--- config.mk ---
export PLATFORM = sky130hd
export DESIGN_NAME = pitb_div
export DESIGN_NICKNAME = d
export VERILOG_FILES = /design/src/design/pitb_pkg.sv /design/src/design/pitb_div.sv
export SDC_FILE = /design/constraint.sdc
export NUM_CORES = 2
export LEC_CHECK = 0
export BUFFER_PORTS_ARGS = -buffer_cell sky130_fd_sc_hd__buf_2
export CORE_MARGIN = 2
export CORE_UTILIZATION = 48
export CTS_CLUSTER_DIAMETER = 80
export CTS_CLUSTER_SIZE = 16
export DETAILED_ROUTE_END_ITERATION = 7
export PLACE_DENSITY_LB_ADDON = 0.1
export SLEW_MARGIN = 20
export SYNTH_ARGS = -nofsm -noshare
export SYNTH_HDL_FRONTEND = slang
export SYNTH_SLANG_ARGS = --single-unit
--- constraint.sdc ---
create_clock -name i_clk -period 6.1 [get_ports i_clk]
set_clock_uncertainty 0.05 [all_clocks]
set_input_delay 0.61 -clock i_clk [delete_from_list [all_inputs] [get_ports i_clk]]
set_output_delay 0.61 -clock i_clk [all_outputs]
set_load 0.01 [all_outputs]
--- src/design/pitb_pkg.sv ---
package pitb_pkg;

    localparam int CW    = 16;
    localparam int DW    = CW + 1;
    localparam int PRW   = 2 * DW;
    localparam int CRW   = 2 * DW + 1;
    localparam int MW    = 2 * DW;
    localparam int HW    = DW;
    localparam int SQW   = 2 * MW;
    localparam int SW    = SQW + 2;
    localparam int FRACS = 20;
    localparam int RW    = SW + FRACS;
    localparam int LW    = RW / 2;
    localparam int QW    = 20;
    localparam int QF    = 16;
    localparam int RMW   = LW + QW;
    localparam int MWT   = 17;
    localparam int WWW   = QW + 1;
    localparam int XW    = QW + 2;

    localparam logic [MWT-1:0]        MIN_WEIGHT_RST = MWT'(1);
    localparam logic [XW-1:0]         ONE_Q          = XW'(1) << QF;
    localparam logic signed [XW-1:0]  W_FLOOR        = {2'b11, {QW{1'b0}}};
    localparam logic [WWW-1:0]        W_OUT_MIN      = {1'b1, {QW{1'b0}}};

    typedef logic signed [CW-1:0] t_coord;

endpackage

--- src/design/pitb_div.sv ---
module pitb_div (
    input  logic                      i_clk,
    input  logic                      i_rst_n,
    input  logic                      i_en,
    input  logic                      i_valid,
    input  logic [pitb_pkg::LW-1:0]   i_num,
    input  logic [pitb_pkg::LW-1:0]   i_den,
    output logic                      o_valid,
    output logic [pitb_pkg::QW-1:0]   o_q
);
    import pitb_pkg::*;

    logic [RMW-1:0] r_rem [QW];
    logic [LW-1:0]  r_den [QW];
    logic [QW-1:0]  r_q   [QW];
    logic           r_sat [QW];
    logic           r_v   [QW];

    logic w_sat_in;
    assign w_sat_in = {4'b0000, i_num} >= {i_den, 4'b0000};

    for (genvar k = 0; k < QW; k++) begin : g_stage
        localparam int SH = QW - 1 - k;
        logic [RMW-1:0] w_remp;
        logic [LW-1:0]  w_denp;
        logic [QW-1:0]  w_qp;
        logic           w_satp;
        logic           w_vp;
        logic [RMW-1:0] w_dsh;
        logic           w_ge;

        if (k == 0) begin : g_first
            assign w_remp = RMW'(i_num) << QF;
            assign w_denp = i_den;
            assign w_qp   = '0;
            assign w_satp = w_sat_in;
            assign w_vp   = i_valid;
        end else begin : g_next
            assign w_remp = r_rem[k-1];
            assign w_denp = r_den[k-1];
            assign w_qp   = r_q[k-1];
            assign w_satp = r_sat[k-1];
            assign w_vp   = r_v[k-1];
        end

        assign w_dsh = RMW'(w_denp) << SH;
        assign w_ge  = w_remp >= w_dsh;

        always_ff @(posedge i_clk) begin
            if (!i_rst_n) begin
                r_v[k] <= 1'b0;
            end else if (i_en) begin
                r_v[k] <= w_vp;
            end
            if (i_en) begin
                r_rem[k] <= w_ge ? (w_remp - w_dsh) : w_remp;
                r_den[k] <= w_denp;
                r_q[k]   <= {w_qp[QW-2:0], w_ge};
                r_sat[k] <= w_satp;
            end
        end
    end

    assign o_valid = r_v[QW-1];
    assign o_q     = r_sat[QW-1] ? '1 : r_q[QW-1];

endmodule
==> impl_metrics.csv <==
group,metric,value,unit
timing,finalCritPeriodShare,0.889,
yosys,syn_inst,12718,
drt,via_count,96369,
global_routing,grt_max_degree,193,
yosys,ys_types,102,
yosys,ys_ff_latch,2156,
place,globalplace.congestion,0.976,
yosys,muxShareOfSynthArea,0.0105,
setup_path,cp.required,6660,ps
floorplanning,io_pins,115,
yosys,synth_top_cell_by_area,"edfxtp_1",
place,dpl-instance-area,0.135,mm^2
yosys,syn_area,0.131,mm^2
yosys,synth_top_family_by_area,"compound AO/OA/AOI/OAI gates",
yosys,yosysWarnings,0,
clocking,clockBufferDepth,4,
clocking,clk_latency,890,ps
power_and_ir_drop,fin_total_pwr,66.9,mW
finish,multiInputGateArea,0.0600,mm^2
timing,max_freq,184,MHz
power_and_ir_drop,ir_drop,0.260,mV
run_status,status,"completed",
timing,final-hold-violation-count,0,
drt,met1Wirelength,162000,um
floorplanning,die_y,526,um
drt,drt_iter0_markers,8329,
drt,ant_nets,0,
timing,holdWs,65.6,ps
yosys,synth_edf_count,2155,
finish,fin_area,0.141,mm^2
global_routing,grt_pass1_wl,565000,um
drt,wl,375000,um
drt,routedWlPerCell,22.9,um
yosys,synth_compound_gate_area_share,0.170,
clocking,cts_made_buffers,174,
timing,setup-tns-final,0,ps
setup_path,cp-start-kind,"register",
global_routing,grt_overflow,0,
yosys,synthXorXnorAreaFrac,0.0630,
worst_hold_path,holdCritPathClass,"input port to register",
drt,top_layer,"met5",
finish,final-seq-area,0.0647,mm^2
yosys,syn_area_per_cell,10.3,um^2
yosys,synth.net_count,13768,
clocking,cts_sinks,2156,
finish,area_growth,7.87,%
drt,avgViaCountPerCell,5.88,
global_routing,antenna_found_initial,8,
power_and_ir_drop,p_leak,56.5,nW
yosys,synthDominantCellAreaShare,0.496,
drt,wl_met2,178000,um
yosys,synth_area_leaders,"edfxtp_1 50%, ha_1 9.0%, a21oi_1 4.6%, o21ai_0 3.6%, xnor2_1 3.4%",
timing,slew-limit-headroom,0.144,
yosys,synthFlopType,"edfxtp_1",
global_routing,grtUsageTotal,0.264,
yosys,synthSimpleGateAreaFrac,0.122,
drt,drc_errors,0,
clocking,cts_resized,0,
floorplanning,die_w,526,um
clocking,htreeDepth,4,
timing,rsz0062_at_grt,"no",
place,port_buffers,114,
drt,drtPass1Iterations,6,
floorplanning,core,0.271,mm^2
setup_path,path_max_fanout,15,
yosys,synth-seq-area-share,0.496,
setup_path,cp.arrival,5990,ps
power_and_ir_drop,p_per_area,475,mW/mm^2
setup_path,setup.worst_path.class,"register to register",
clocking,clk_pin_slew,70,ps
finish,drive_above_1_share,0.0575,
yosys,synth_async_sr_flop_share,0,
setup_path,end_kind,"register",
global_routing,grt_pass1_vias,93231,
yosys,synthAdderAreaFrac,0.0927,
timing,finalSetupViolCount,0,
floorplanning,rows,191,
clocking,holdBufCountCts,54,
drt,dr_wl_met3,19500,um
clocking,post_cts_buffers,0,
clocking,cts_root_buffer,"clkbuf_16",
clocking,cts_tree,"done",
finish,nets,13775,
finish,n_fill_cell,23958,
place,dp_hpwl,295000,um
timing,maxSlewViolCount,0,
timing,tightest_slew,1270,ps
flow_run,cap_violations,0,
floorplanning,die_area,0.276,mm^2
floorplanning,start_util,0.482,
timing,fin_crit,5430,ps
[final cells by class]
cell class	count	area share
antenna	12	0.000213
clock buffer	193	0.0323
clock inverter	55	0.00410
inverter	1133	0.0302
multi-input combinational	8979	0.426
sequential	2156	0.460
tap	3570	0.0317
timing repair buffer	281	0.0161
[cell families (layout without fill, tap and decap cells)]
family          Yosys count  count (layout)
simple gates           3346            3346
buf+inv                1583            1662
xor+xnor                939             939
flops                  2156            2156
other cells               0              12
mux                     122             122
fa+ha+maj               956             956
compound gates         3616            3616
[per-stage QoR]
stage	util	setup WS, ps	std cells
floorplan	-	1830	12718
global placement	0.499	955	16065
detailed placement	0.499	868	16065
CTS	0.520	872	16367
global route	0.520	523	16377
finish	0.520	675	16379
[placed cells by master (no fill, tap or decap), types with 180 or more instances in the layout]
cell type  count
edfxtp_1    2155
a21oi_1     1203
inv_1       1129
nand2_1     1077
ha_1         937
o21ai_0      926
nor2_1       857
a21o_1       559
xnor2_1      508
xor2_1       431
nand4_1      238
nand3_1      200
nor3_1       182
clkbuf_16    180
[registers in the layout, summed over array words and instances, names as in the netlist]
register  count
r_q         210
r_den       855
r_v          20
r_sat        20
r_rem      1051
[worst paths after layout]
check | from | endpoint | slack, ps | cells past startpoint
hold reg to reg | r_q[6][6] | r_q[6][27] | 360 | 0
hold / removal | i_num[38] | r_rem[0][54] | 70 | 3
setup reg to reg | r_rem[0][21] | r_rem[1][22] | 670 | 12
setup / recovery | r_rem[0][21] | r_rem[1][22] | 670 | 12
[report_power, final]
| part | internal (mW) | switching, mW | total (mW) |
|---|---|---|---|
| logic | 12.5 | 18.9 | 31.4 |
| registers | 21.7 | 2.91 | 24.6 |
| clock network | 5.60 | 5.42 | 11.0 |
[per-layer routing]
layer,GRT usage,up-vias
met5,0,-
met4,0.0945,2
met1,0.352,46596
li1,-,46264
met2,0.444,2911
met3,0.0304,596
[synthesized netlist by cell type (all sizes together) (113+ instances only)]
library cell,n
a21o,560
a21oi,1204
a31oi,113
clkbuf,399
edfxtp,2155
ha,937
inv,1132
mux2,119
nand2,1080
nand3,200
nand4,238
nor2,858
nor2b,126
nor3,185
o21ai,932
o21bai,133
xnor2,508
xor2,431
[critical path, cell delays in order, from the launching register on]
cell and delay [ps]:
edfxtp_1 400, ha_1 370, o21ai_0 110, a21oi_1 270, o31ai_1 190, a211oi_1 590, a41oi_1 560, o31ai_1 680
a21oi_1 270, o31ai_1 700, a21oi_4 260, inv_1 340, mux2_2 370
Note: power is estimated with default switching activity, not from simulation.
